`src/rtl/fps_pkg.sv`:
```
`timescale 1ns / 1ps
package fps_pkg;

  localparam int IDX_W   = 16;
  localparam int CNT_W   = 17;
  localparam int MODE_W  = 3;
  localparam int RULE_W  = 2;
  localparam int CFG_IDX_W  = 2;
  localparam int CFG_DATA_W = 3;

  localparam int FIFO_DEPTH = 4;
  localparam int PTR_W      = $clog2(FIFO_DEPTH);
  localparam int FCNT_W     = $clog2(FIFO_DEPTH + 1);

  // last index of a path; the point there always closes the path
  localparam logic [IDX_W-1:0] IDX_MAX  = '1;
  localparam logic [IDX_W-1:0] END_NONE = '1;

  localparam logic [MODE_W-1:0] MODE_SPLIT      = 3'd0;
  localparam logic [MODE_W-1:0] MODE_REMOVE     = 3'd1;
  localparam logic [MODE_W-1:0] MODE_DISCONNECT = 3'd2;
  localparam logic [MODE_W-1:0] MODE_PARTITION  = 3'd3;
  localparam logic [MODE_W-1:0] MODE_SWITCH     = 3'd4;

  localparam logic [RULE_W-1:0] RULE_CONST          = 2'd0;
  localparam logic [RULE_W-1:0] RULE_CONST_PRESERVE = 2'd1;
  localparam logic [RULE_W-1:0] RULE_FROM_POINT     = 2'd2;
  localparam logic [RULE_W-1:0] RULE_FROM_POINT_INV = 2'd3;

  localparam logic [CFG_IDX_W-1:0] REG_SPLIT_MODE    = 2'd0;
  localparam logic [CFG_IDX_W-1:0] REG_INCLUSIVE_END = 2'd1;
  localparam logic [CFG_IDX_W-1:0] REG_INITIAL_RULE  = 2'd2;
  localparam logic [CFG_IDX_W-1:0] REG_INITIAL_VALUE = 2'd3;

  typedef struct packed {
    logic [MODE_W-1:0] split_mode;
    logic              inclusive_end;
    logic [RULE_W-1:0] initial_rule;
    logic              initial_value;
  } cfg_t;

  typedef struct packed {
    logic [IDX_W-1:0] point_index;
    logic             seg_open;
    logic [IDX_W-1:0] open_start;
    logic [CNT_W-1:0] open_count;
    logic             toggle;
    logic             even_bit;
    logic             open_even;
  } state_t;

  typedef struct packed {
    logic [IDX_W-1:0] seg_start;
    logic [IDX_W-1:0] seg_end;
    logic [CNT_W-1:0] seg_count;
    logic             runs_to_end;
    logic             seg_even;
    logic             last_result;
  } result_t;

  localparam state_t STATE_RESTART = '{
    point_index: '0,
    seg_open:    1'b0,
    open_start:  '0,
    open_count:  '0,
    toggle:      1'b0,
    even_bit:    1'b1,
    open_even:   1'b0
  };

endpackage

```
`src/rtl/fps_step.sv`:
```
`timescale 1ns / 1ps
module fps_step (
  input  fps_pkg::cfg_t    cfg,
  input  fps_pkg::state_t  st,
  input  logic             point_flag,
  input  logic             last_point,
  output fps_pkg::state_t  st_nxt,
  output fps_pkg::result_t res0,
  output fps_pkg::result_t res1,
  output logic [1:0]       res_n
);
  import fps_pkg::*;

  logic [IDX_W-1:0] idx;
  logic [IDX_W-1:0] prev;
  logic             lst;
  logic             tmode;
  state_t           s;
  logic             a_vld;
  result_t          a;
  logic             b_vld;
  result_t          b;
  result_t          close_incl;
  result_t          close_excl;

  assign idx   = st.point_index;
  assign prev  = st.point_index - IDX_W'(1);
  assign lst   = last_point | (st.point_index == IDX_MAX);
  assign tmode = (cfg.split_mode == MODE_PARTITION) || (cfg.split_mode == MODE_SWITCH);

  always_comb begin
    s     = st;
    a_vld = 1'b0;
    a     = '0;
    b_vld = 1'b0;
    b     = '0;
    res0  = '0;
    res1  = '0;
    res_n = 2'd0;

    // initial toggle rule, applied before the first point is handled
    if (tmode && (idx == '0)) begin
      unique case (cfg.initial_rule)
        RULE_CONST: s.toggle = cfg.initial_value;
        RULE_CONST_PRESERVE: begin
          if (cfg.initial_value == point_flag) s.toggle = ~s.toggle;
        end
        RULE_FROM_POINT: s.toggle = point_flag;
        default: s.toggle = ~point_flag;
      endcase
    end

    // closing forms of the open segment, inclusive or exclusive of this point
    close_incl             = '0;
    close_incl.seg_start   = st.open_start;
    close_incl.seg_end     = idx;
    close_incl.seg_count   = st.open_count + CNT_W'(1);
    close_excl             = '0;
    close_excl.seg_start   = st.open_start;
    close_excl.seg_end     = prev;
    close_excl.seg_count   = st.open_count;

    unique case (cfg.split_mode)
      MODE_SPLIT, MODE_REMOVE, MODE_DISCONNECT: begin
        if (!point_flag) begin
          if (!s.seg_open) begin
            s.seg_open   = 1'b1;
            s.open_start = idx;
            s.open_count = '0;
            s.open_even  = 1'b0;
          end
          s.open_count = s.open_count + CNT_W'(1);
        end else begin
          if (s.seg_open) begin
            a_vld      = 1'b1;
            a          = (cfg.split_mode == MODE_REMOVE) ? close_excl : close_incl;
            s.seg_open = 1'b0;
          end
          if (cfg.split_mode == MODE_SPLIT) begin
            // flagged point is shared: it also opens the next segment
            s.seg_open   = 1'b1;
            s.open_start = idx;
            s.open_count = CNT_W'(1);
            s.open_even  = 1'b0;
          end
        end
      end
      MODE_PARTITION: begin
        if (point_flag != s.toggle) begin
          s.toggle = ~s.toggle;
          if (s.seg_open) begin
            a_vld      = 1'b1;
            a          = cfg.inclusive_end ? close_incl : close_excl;
            a.seg_even = st.open_even;
            s.seg_open = 1'b0;
          end
        end
        if (!s.seg_open) begin
          s.seg_open   = 1'b1;
          s.open_start = idx;
          s.open_count = '0;
          s.open_even  = s.even_bit;
          s.even_bit   = ~s.even_bit;
        end
        s.open_count = s.open_count + CNT_W'(1);
      end
      MODE_SWITCH: begin
        if (point_flag) s.toggle = ~s.toggle;
        if (s.toggle) begin
          if (!s.seg_open) begin
            s.seg_open   = 1'b1;
            s.open_start = idx;
            s.open_count = '0;
            s.open_even  = 1'b0;
          end
          s.open_count = s.open_count + CNT_W'(1);
        end else if (s.seg_open) begin
          a_vld      = 1'b1;
          a          = cfg.inclusive_end ? close_incl : close_excl;
          s.seg_open = 1'b0;
        end
      end
      default: begin
      end
    endcase

    // path end: flush whatever is still open
    if (lst && s.seg_open) begin
      b_vld         = 1'b1;
      b.seg_start   = s.open_start;
      b.seg_end     = END_NONE;
      b.seg_count   = s.open_count;
      b.runs_to_end = 1'b1;
      b.seg_even    = s.open_even;
    end

    if (a_vld) begin
      res0 = a;
      if (b_vld) begin
        res1             = b;
        res1.last_result = 1'b1;
        res_n            = 2'd2;
      end else begin
        res0.last_result = 1'b1;
        res_n            = 2'd1;
      end
    end else if (b_vld) begin
      res0             = b;
      res0.last_result = 1'b1;
      res_n            = 2'd1;
    end

    if (lst) begin
      s = STATE_RESTART;
    end else begin
      s.point_index = idx + IDX_W'(1);
    end
    st_nxt = s;
  end

endmodule

```
`src/rtl/fps_out_fifo.sv`:
```
`timescale 1ns / 1ps
module fps_out_fifo (
  input  logic                      clk,
  input  logic                      rst_n,
  input  logic [1:0]                push_n,
  input  fps_pkg::result_t          push0,
  input  fps_pkg::result_t          push1,
  output logic                      full2,
  output logic                      out_valid,
  input  logic                      out_stall,
  output fps_pkg::result_t          out_data,
  output logic [$clog2(fps_pkg::FIFO_DEPTH+1)-1:0] level
);
  import fps_pkg::*;

  result_t           mem_r [FIFO_DEPTH];
  logic [PTR_W-1:0]  wr_ptr_r;
  logic [PTR_W-1:0]  wr_ptr_nxt;
  logic [PTR_W-1:0]  rd_ptr_r;
  logic [PTR_W-1:0]  rd_ptr_nxt;
  logic [FCNT_W-1:0] count_r;
  logic [FCNT_W-1:0] count_nxt;
  logic              pop;
  logic [PTR_W-1:0]  wr_ptr_p1;

  assign pop       = out_valid & ~out_stall;
  assign out_valid = (count_r != '0);
  assign out_data  = mem_r[rd_ptr_r];
  assign level     = count_r;
  // room for the two results one point can give
  assign full2     = (count_r > FCNT_W'(FIFO_DEPTH - 2));
  assign wr_ptr_p1 = wr_ptr_r + PTR_W'(1);

  assign wr_ptr_nxt = wr_ptr_r + PTR_W'(push_n);
  assign rd_ptr_nxt = rd_ptr_r + PTR_W'(pop);
  assign count_nxt  = count_r + FCNT_W'(push_n) - FCNT_W'(pop);

  always_ff @(posedge clk) begin
    if (!rst_n) begin
      wr_ptr_r <= '0;
      rd_ptr_r <= '0;
      count_r  <= '0;
    end else begin
      wr_ptr_r <= wr_ptr_nxt;
      rd_ptr_r <= rd_ptr_nxt;
      count_r  <= count_nxt;
    end
  end

  always_ff @(posedge clk) begin
    if (push_n != 2'd0) mem_r[wr_ptr_r] <= push0;
    if (push_n == 2'd2) mem_r[wr_ptr_p1] <= push1;
  end

endmodule

```
`src/rtl/flagged_path_segmenter.sv`:
```
`timescale 1ns / 1ps
// flagged_path_segmenter
// input channel: one point per transfer (in_point_flag, in_last_point), in path
// order; the point with in_last_point set closes the path, and a path that
// reaches index 65535 is closed there regardless
// result channel: one segment per transfer; out_last_result marks the final
// segment produced by a point, which gives zero, one or two segments
// config: cfg_we writes cfg_data into register cfg_index (0 split_mode,
// 1 inclusive_end, 2 initial_rule, 3 initial_value); write only while idle
// output: the segments of a point are written into the output buffer when
// the point transfers; throughput: one point per cycle while in_stall is low;
// the state updates on the transfer; results queue in a four-entry buffer
// in_stall rises while the buffer holds more than two segments, so a stalled
// receiver backs up into the input once three segments are waiting
// reset: clears the buffer, the configuration and the path state; the first
// point after reset is index 0 of a new path
module flagged_path_segmenter (
  input  logic                           clk,
  input  logic                           rst_n,
  input  logic                           cfg_we,
  input  logic [fps_pkg::CFG_IDX_W-1:0]  cfg_index,
  input  logic [fps_pkg::CFG_DATA_W-1:0] cfg_data,
  input  logic                           in_valid,
  output logic                           in_stall,
  input  logic                           in_point_flag,
  input  logic                           in_last_point,
  output logic                           out_valid,
  input  logic                           out_stall,
  output logic [15:0]                    out_seg_start,
  output logic [15:0]                    out_seg_end,
  output logic [16:0]                    out_seg_count,
  output logic                           out_runs_to_end,
  output logic                           out_seg_even,
  output logic                           out_last_result
);
  import fps_pkg::*;

  cfg_t              cfg_r;
  state_t            state_r;
  state_t            state_nxt;
  result_t           res0;
  result_t           res1;
  logic [1:0]        res_n;
  logic [1:0]        push_n;
  logic              in_xfer;
  result_t           head;
  logic [FCNT_W-1:0] level;

  assign in_xfer = in_valid & ~in_stall;
  assign push_n  = in_xfer ? res_n : 2'd0;

  always_ff @(posedge clk) begin
    if (!rst_n) begin
      cfg_r <= '0;
    end else if (cfg_we) begin
      unique case (cfg_index)
        REG_SPLIT_MODE:    cfg_r.split_mode    <= cfg_data[MODE_W-1:0];
        REG_INCLUSIVE_END: cfg_r.inclusive_end <= cfg_data[0];
        REG_INITIAL_RULE:  cfg_r.initial_rule  <= cfg_data[RULE_W-1:0];
        default:           cfg_r.initial_value <= cfg_data[0];
      endcase
    end
  end

  always_ff @(posedge clk) begin
    if (!rst_n) begin
      state_r <= STATE_RESTART;
    end else if (in_xfer) begin
      state_r <= state_nxt;
    end
  end

  fps_step u_step (
    .cfg        (cfg_r),
    .st         (state_r),
    .point_flag (in_point_flag),
    .last_point (in_last_point),
    .st_nxt     (state_nxt),
    .res0       (res0),
    .res1       (res1),
    .res_n      (res_n)
  );

  fps_out_fifo u_fifo (
    .clk       (clk),
    .rst_n     (rst_n),
    .push_n    (push_n),
    .push0     (res0),
    .push1     (res1),
    .full2     (in_stall),
    .out_valid (out_valid),
    .out_stall (out_stall),
    .out_data  (head),
    .level     (level)
  );

  assign out_seg_start   = head.seg_start;
  assign out_seg_end     = head.seg_end;
  assign out_seg_count   = head.seg_count;
  assign out_runs_to_end = head.runs_to_end;
  assign out_seg_even    = head.seg_even;
  assign out_last_result = head.last_result;

  a_level_bound: assert property (@(posedge clk) disable iff (!rst_n)
    level <= FCNT_W'(FIFO_DEPTH))
    else $error("result buffer overfilled");

  a_path_restart: assert property (@(posedge clk) disable iff (!rst_n)
    (in_xfer && in_last_point) |=> (state_r.point_index == '0) && !state_r.seg_open)
    else $error("path state not restarted after last point");

  a_end_marker: assert property (@(posedge clk) disable iff (!rst_n)
    (out_valid && out_runs_to_end) |-> (out_seg_end == END_NONE) && out_last_result)
    else $error("open-at-end segment badly formed");

endmodule
```
`config.mk`:
```
export PLATFORM = sky130hd
export DESIGN_NAME = flagged_path_segmenter
export DESIGN_NICKNAME = d
export VERILOG_FILES = /design/src/rtl/fps_pkg.sv /design/src/rtl/fps_step.sv /design/src/rtl/fps_out_fifo.sv /design/src/rtl/flagged_path_segmenter.sv
export SDC_FILE = /design/constraint.sdc
export NUM_CORES = 1
export LEC_CHECK = 0
export BUFFER_PORTS_ARGS = -buffer_cell sky130_fd_sc_hd__buf_2
export CAP_MARGIN = 20
export CORE_UTILIZATION = 40
export DETAILED_ROUTE_END_ITERATION = 6
export PLACE_DENSITY = 0.62
export SYNTH_ARGS = -nofsm -noshare
export SYNTH_HDL_FRONTEND = slang
export SYNTH_SLANG_ARGS = --single-unit
export TNS_END_PERCENT = 100
```
`constraint.sdc`:
```
create_clock -name clk -period 8.8 [get_ports clk]
set_input_delay 1.76 -clock clk [delete_from_list [all_inputs] [get_ports clk]]
set_output_delay 1.76 -clock clk [all_outputs]
set_load 0.05 [all_outputs]
```
==> results of run 1 <==
-- registers in the layout, summed over array words and instances (netlist names) --
register	count
u_fifo.mem_r	208
state_r	53
cfg_r	7
u_fifo.level	3
u_fifo.rd_ptr_r	2
u_fifo.wr_ptr_r	2
-- path summary, 6_finish.rpt --
path	end	startpoint	depth (start not counted)	slack (ps)
min	state_r[0]	state_r[0]	1	500
min reg2reg	state_r[0]	state_r[0]	1	500
max	u_fifo.mem_r[2][37]	in_point_flag	17	1590
max reg2reg	u_fifo.mem_r[2][37]	cfg_r[4]	16	2130
-- cell usage after synthesis (all sizes together), types with 13 or more instances --
cell,instances
nand4,14
or3,13
a211oi,13
nor2,133
a31oi,20
nand2,191
xor2,17
o211ai,14
inv,27
ha,13
a22oi,71
o31ai,17
buf,55
nand3,52
nor2b,13
mux4,52
dfxtp,67
a21oi,95
nor3,43
and2,32
edfxtp,208
o21ai,135
and3,13
a22o,16
clkbuf,104
nor4,17
-- critical path: cells and delay by family --
family,cells,cell delay (ps)
adders and majority gates,1,510
and+or+nand+nor,8,2730
buffers and inverters,3,960
AOI/OAI and AO/OA,5,1650
-- routing by layer --
metal  part of all wire [%]  up-vias
met2                     45      681
met4                    3.8        0
met5                      0        -
met1                     42     6568
met3                    9.0      120
li1                       -     5993
-- where the power goes --
group	switching, W	internal (W)	total, W	leakage (nW)
Clock	0.000561	0.000751	0.00131	0.489
Sequential	0.0000626	0.00147	0.00154	2.50
Combinational	0.000811	0.000352	0.00116	3.15
Total	0.00143	0.00258	0.00401	6.14
-- final cells by class --
type	instances	area, um^2	share of cell area, %
clock buffer	40	820	4.62
tap	525	657	3.70
sequential	275	7590	42.8
clock inverter	17	194	1.09
inverter	27	101	0.571
timing repair buffer	109	668	3.76
multi-input combinational	1135	7720	43.5
-- placed cells by master (no fill, tap or decap), types with 31 or more instances in the layout --
cell type	instances
a22oi_1	70
o21ai_0	101
buf_2	65
nand3_1	51
dfxtp_1	65
nor2_1	130
nand2_1	191
nor3_1	36
o21ai_1	31
edfxtp_1	208
buf_4	42
mux4_2	52
a21oi_1	91
clkbuf_16	31
-- per-stage QoR --
stage               cell area (um^2)  std cells  setup WS [ps]  power, W  hold slack (ps)
floorplan                      16000       1596           1600   0.00244              454
global placement               16700       2069           1380   0.00272              470
detailed placement             16700       2069           1150   0.00273              494
CTS                            17700       2126           1760   0.00403              506
global route                   17700       2128           1170   0.00414              517
finish                         17700       2128           1590   0.00401              503
-- cell families after synthesis --
| family | Yosys count |
|---|---|
| AOI/OAI and AO/OA | 467 |
| xor gates and xnor gates | 27 |
| adders and majority gates | 14 |
| buffers and inverters | 186 |
| DFF | 275 |
| muxes | 60 |
| and+or+nand+nor | 567 |
==> reports/results.md, run 1 <==
### Run status
- **result of the run** complete, but fails checks
- **violations in the final reports** design-rule violations

### Global route
- **routing usage on met2** 37.1%
- **global-route wire length before repair** 77300 um
- **initial antenna violation count** 0
- **combined global-route utilization of all metal layers** 24.3%
- **met1 Use GR** 34.3%
- **maximum number of pins on one net before global-route repair** 64
- **vias in the first global route** 12700
- **global routing met3 resource utilization** 4.55%
- **total global routing overflow** 0
- **routing layer with the top usage in global route** met2

### Yosys
- **share of the synthesized netlist area taken by xor and xnor gates** 1.47%
- **post-synth cell types** 95
- **combinational family with the most area after synthesis** compound AO/OA/AOI/OAI gates
- **number of storage elements in the synthesis netlist** 275
- **share of async-settable or async-resettable flops after synthesis** 0%
- **top post-synthesis cells by area** edfxtp_1, dfxtp_1, mux4_2, nand2_1, a22oi_1
- **Adder-Cell Fraction of Synth Area** 1.14%
- **area share of and/or/nand/nor cells after synthesis** 17.7%
- **share of the synthesized area in compound gates (AO/OA/AOI/OAI)** 19.7%
- **post-synth top area share** 38.9%
- **mux contribution to synthesized area** 7.80%
- **nets in the synthesized netlist** 1622
- **number of synthesized flops with an enable pin** 208
- **post-synthesis cell type with the largest combined area** edfxtp_1
- **synthesized area** 16000 um^2
- **Ys Warns** 0
- **post-synthesis sequential area ratio** 47.3%
- **primary flip-flop cell chosen by synthesis mapping** edfxtp_1
- **number of standard cells after synthesis** 1596
- **average cell area after synthesis** 10.1 um^2

### Timing
- **pin slew with the least headroom to its limit** 1110 ps
- **final clock skew** 21.3 ps
- **worst slew margin relative to its limit** 25.7%
- **period utilisation layout** 81.9%
- **final-report max-slew violation count** 0
- **final-report hold violation count** 0
- **total negative slack** 0 ps
- **crit path time final** 7210 ps
- **Fmax** 0.139 GHz
- **unrepaired setup endpoints after global routing** false
- **setup violators final** 0

### Floorplanning
- **num ports** 66
- **CORE AREA** 39600 um^2
- **vertical die dimension** 202 um
- **DIE AREA** 40900 um^2
- **Die X** 202 um
- **number of placement rows** 73
- **starting utilization of the core area** 40.5%

### Setup path
- **critical path capture point type** register
- **Critical Path Fanout Max** 33
- **CP Cell Sequence** buf_2, nand2_1, a311o_1, nand4bb_1, a21oi_2, nor3_2, buf_4, nor2_1, nand2_1, ha_1, nor3b_1, and3_1, a31oi_2, buf_4, nor3_4, a22oi_1, o21ai_0
- **slowest stage delay, CP** 800 ps
- **signal arrival time at the worst endpoint** 7620 ps
- **Max stage delay cell, worst path** a21oi_2
- **CP Launch Type** input port
- **data required time at the worst endpoint** 9210 ps
- **Crit Path Category** in2reg

### Clock tree
- **Clk pin slew, worst setup/hold paths** 60 ps
- **Post-CTS Resized** 0
- **clock sinks** 275
- **number of levels the H-tree was split into** 1
- **Max Root-Sink Buffers** 3
- **clock tree from TritonCTS** done
- **clock latency on the worst-skew pair** 600 ps
- **hold_buf cts** 0
- **post-CTS repair timing setup buffer count** 0
- **Clock Tree Root** clkbuf_16
- **clock buffers created by TritonCTS** 31

### Power
- **Max rail drop VDD** 0.000152 V
- **leakage dissipation** 6.14 nW
- **ratio of total power to cell area** 226 nW/um^2

### Detailed routing
- **final wirelength** 50200 um
- **total iterations of the first detailed-routing run** 7
- **drt first-iter violations** 1614
- **DRC Markers** 1
- **total via count after detailed routing** 13400
- **number of nets still failing antenna checks after routing** 0
- **vias per cell** 6.28
- **mean routed wirelength per cell** 23.6 um

### Layout
- **Post-layout nets** 1605
- **diodes inserted** 0
- **layout cell share with drive strength beyond 1** 16.9%
- **final core utilization** 44.8%
- **area growth from synthesis to layout** 10.6%
- **number of filler instances in the final layout** 3725

### Run
- **number of max-cap violations** 0

### Placement
- **port buffer count** 65
- **total half-perimeter wirelength after legalization and detailed placement** 32900 um
- **GPL Wtd Cong** 0.945

### Hold path
- **class of the worst hold path** reg2reg

(Power assumes the default switching activity.)
==> run 2, diff against run 1 <==
- PLACE_DENSITY: 0.62 -> 0.64
- clock period: 8.8 -> 6.2 ns (I/O delays scaled with it)
==> run 2 against run 1 <==
The flow now finishes without violations. Non-clock buffer count rose by 16. Clock skew fell by 12 ps. Clock power rose by 41%. Worst hold slack got worse by 11 ps. Global-route usage rose by 0.26 points. Critical path type is now reg2reg. Critical endpoint is now u_fifo.mem_r[1][11].
==> reports/results.md, run 2 (synthesis gave the netlist of run 1 again) <==
### Placement
- **port buffer count** 65
- **GPL Wtd Cong** 0.938
- **total half-perimeter wirelength after legalization and detailed placement** 33400 um

### Layout
- **area occupied by registers** 7590 um^2
- **largest registers** u_fifo.mem_r x208, state_r x53, cfg_r x7
- **area growth from synthesis to layout** 11.6%
- **area taken by multi-input logic gates** 7720 um^2
- **layout cell share with drive strength beyond 1** 17.8%
- **Post-layout nets** 1621
- **highest-count cells in the layout ignoring fill and taps** edfxtp_1, nand2_1, nor2_1, o21ai_0, a21oi_1
- **most common cell after layout, fill and taps aside** edfxtp_1
- **diodes inserted** 0
- **Largest register FFs** 208
- **number of filler instances in the final layout** 3673
- **register with the highest flop count** u_fifo.mem_r

### Floorplanning
- **CORE AREA** 39600 um^2
- **starting utilization of the core area** 40.5%
- **number of placement rows** 73
- **num ports** 66
- **DIE AREA** 40900 um^2
- **Die X** 202 um
- **vertical die dimension** 202 um

### Power
- **Max rail drop VDD** 0.000198 V
- **leakage dissipation** 6.24 nW
- **ratio of total power to cell area** 318 nW/um^2

### Setup path
- **combined buffer and inverter count along the critical path** 1
- **slowest stage delay, CP** 630 ps
- **CP Cell Sequence** or3_1, a2111oi_4, nand4bb_1, a21oi_2, buf_4, o21ai_0, nor2_1, ha_1, nand3_1, o41ai_1, a2111oi_0, or3_1, o22ai_1, and2_1
- **signal arrival time at the worst endpoint** 5810 ps
- **CP Launch Type** register
- **kind of cell adding the most delay to the critical path** simple AND/OR/NAND/NOR gates
- **data required time at the worst endpoint** 6640 ps
- **Worst path most repeated cell** or3_1
- **Max stage delay cell, worst path** or3_1
- **Crit Path Category** reg2reg
- **critical path capture point type** register
- **Critical Path Fanout Max** 13

### Timing
- **final clock skew** 8.81 ps
- **setup violators final** 0
- **crit path time final** 5370 ps
- **Fmax** 0.186 GHz
- **final-report hold violation count** 0
- **final-report max-slew violation count** 0
- **unrepaired setup endpoints after global routing** false
- **final hold slack** 492 ps
- **total negative slack** 0 ps
- **pin slew with the least headroom to its limit** 1090 ps
- **period utilisation layout** 86.6%
- **worst slew margin relative to its limit** 26.8%

### Global route
- **total global routing overflow** 0
- **maximum number of pins on one net before global-route repair** 64
- **vias in the first global route** 12900
- **combined global-route utilization of all metal layers** 24.6%
- **global-route wire length before repair** 78100 um
- **initial antenna violation count** 0

### Run status
- **result of the run** complete, no violations

### Detailed routing
- **number of nets still failing antenna checks after routing** 0
- **vias per cell** 6.17
- **drt first-iter violations** 1358
- **total via count after detailed routing** 13200
- **final wirelength** 50500 um
- **DRC Markers** 0
- **mean routed wirelength per cell** 23.5 um
- **total iterations of the first detailed-routing run** 5

### Clock tree
- **hold_buf cts** 0
- **post-CTS repair timing setup buffer count** 0
- **number of levels the H-tree was split into** 1
- **Post-CTS Resized** 0
- **clock latency on the worst-skew pair** 570 ps
- **clock buffers created by TritonCTS** 31
- **clock sinks** 275
- **clock tree from TritonCTS** done
- **Max Root-Sink Buffers** 3
- **Clk pin slew, worst setup/hold paths** 70 ps
- **Clock Tree Root** clkbuf_16

### Run
- **number of max-cap violations** 0

### Hold path
- **class of the worst hold path** reg2reg

## run 2: cell count changes in the layout (fill, tap and decap cells not counted), sizes merged
cell      previous run  this run
buf                108       125
inv                 30        33
clkbuf              41        38
clkinv               8        10
clkinvlp             3         1
## run 2: layer usage
metal | vias to the layer above | GRT usage [%] | wire length (um)
met4 | 0 | 8.43 | 1510
li1 | 6034 | - | -
met5 | - | 0 | 0
met1 | 6477 | 34.6 | 22100
met3 | 113 | 2.97 | 3720
met2 | 612 | 39.2 | 23200
## run 2: worst paths after layout
check              start             endpoint  slack [ps]  cells after the start
min reg2reg   state_r[0]           state_r[0]         490                      1
max          state_r[47]  u_fifo.mem_r[1][11]         830                     14
min           state_r[0]           state_r[0]         490                      1
max reg2reg  state_r[47]  u_fifo.mem_r[1][11]         830                     14
## run 2: final cells by class
cell class / instances / share of cell area, %
well taps: 525 / 3.67
clock buffers: 38 / 4.59
flip-flops and latches: 275 / 42.4
repair buffers: 125 / 4.63
inverters: 27 / 0.566
multi-input cells: 1135 / 43.1
clock inverters: 20 / 1.10
## run 2: stage by stage
stage               setup WS (ps)  utilization (%)  total power [W]  std cells  cell area (um^2)
floorplan                     547                -          0.00345       1596             16100
global placement              697             42.6          0.00388       2086             16900
detailed placement            584             42.6          0.00389       2087             16900
CTS                           918             45.2          0.00573       2145             17900
global route                  450             45.2          0.00590       2145             17900
finish                        831             45.2          0.00569       2145             17900
## run 2: where the power goes
| group | switching (W) | internal (W) |
|---|---|---|
| Combinational | 0.00114 | 0.000509 |
| Clock | 0.000772 | 0.00107 |
| Sequential | 0.000111 | 0.00209 |
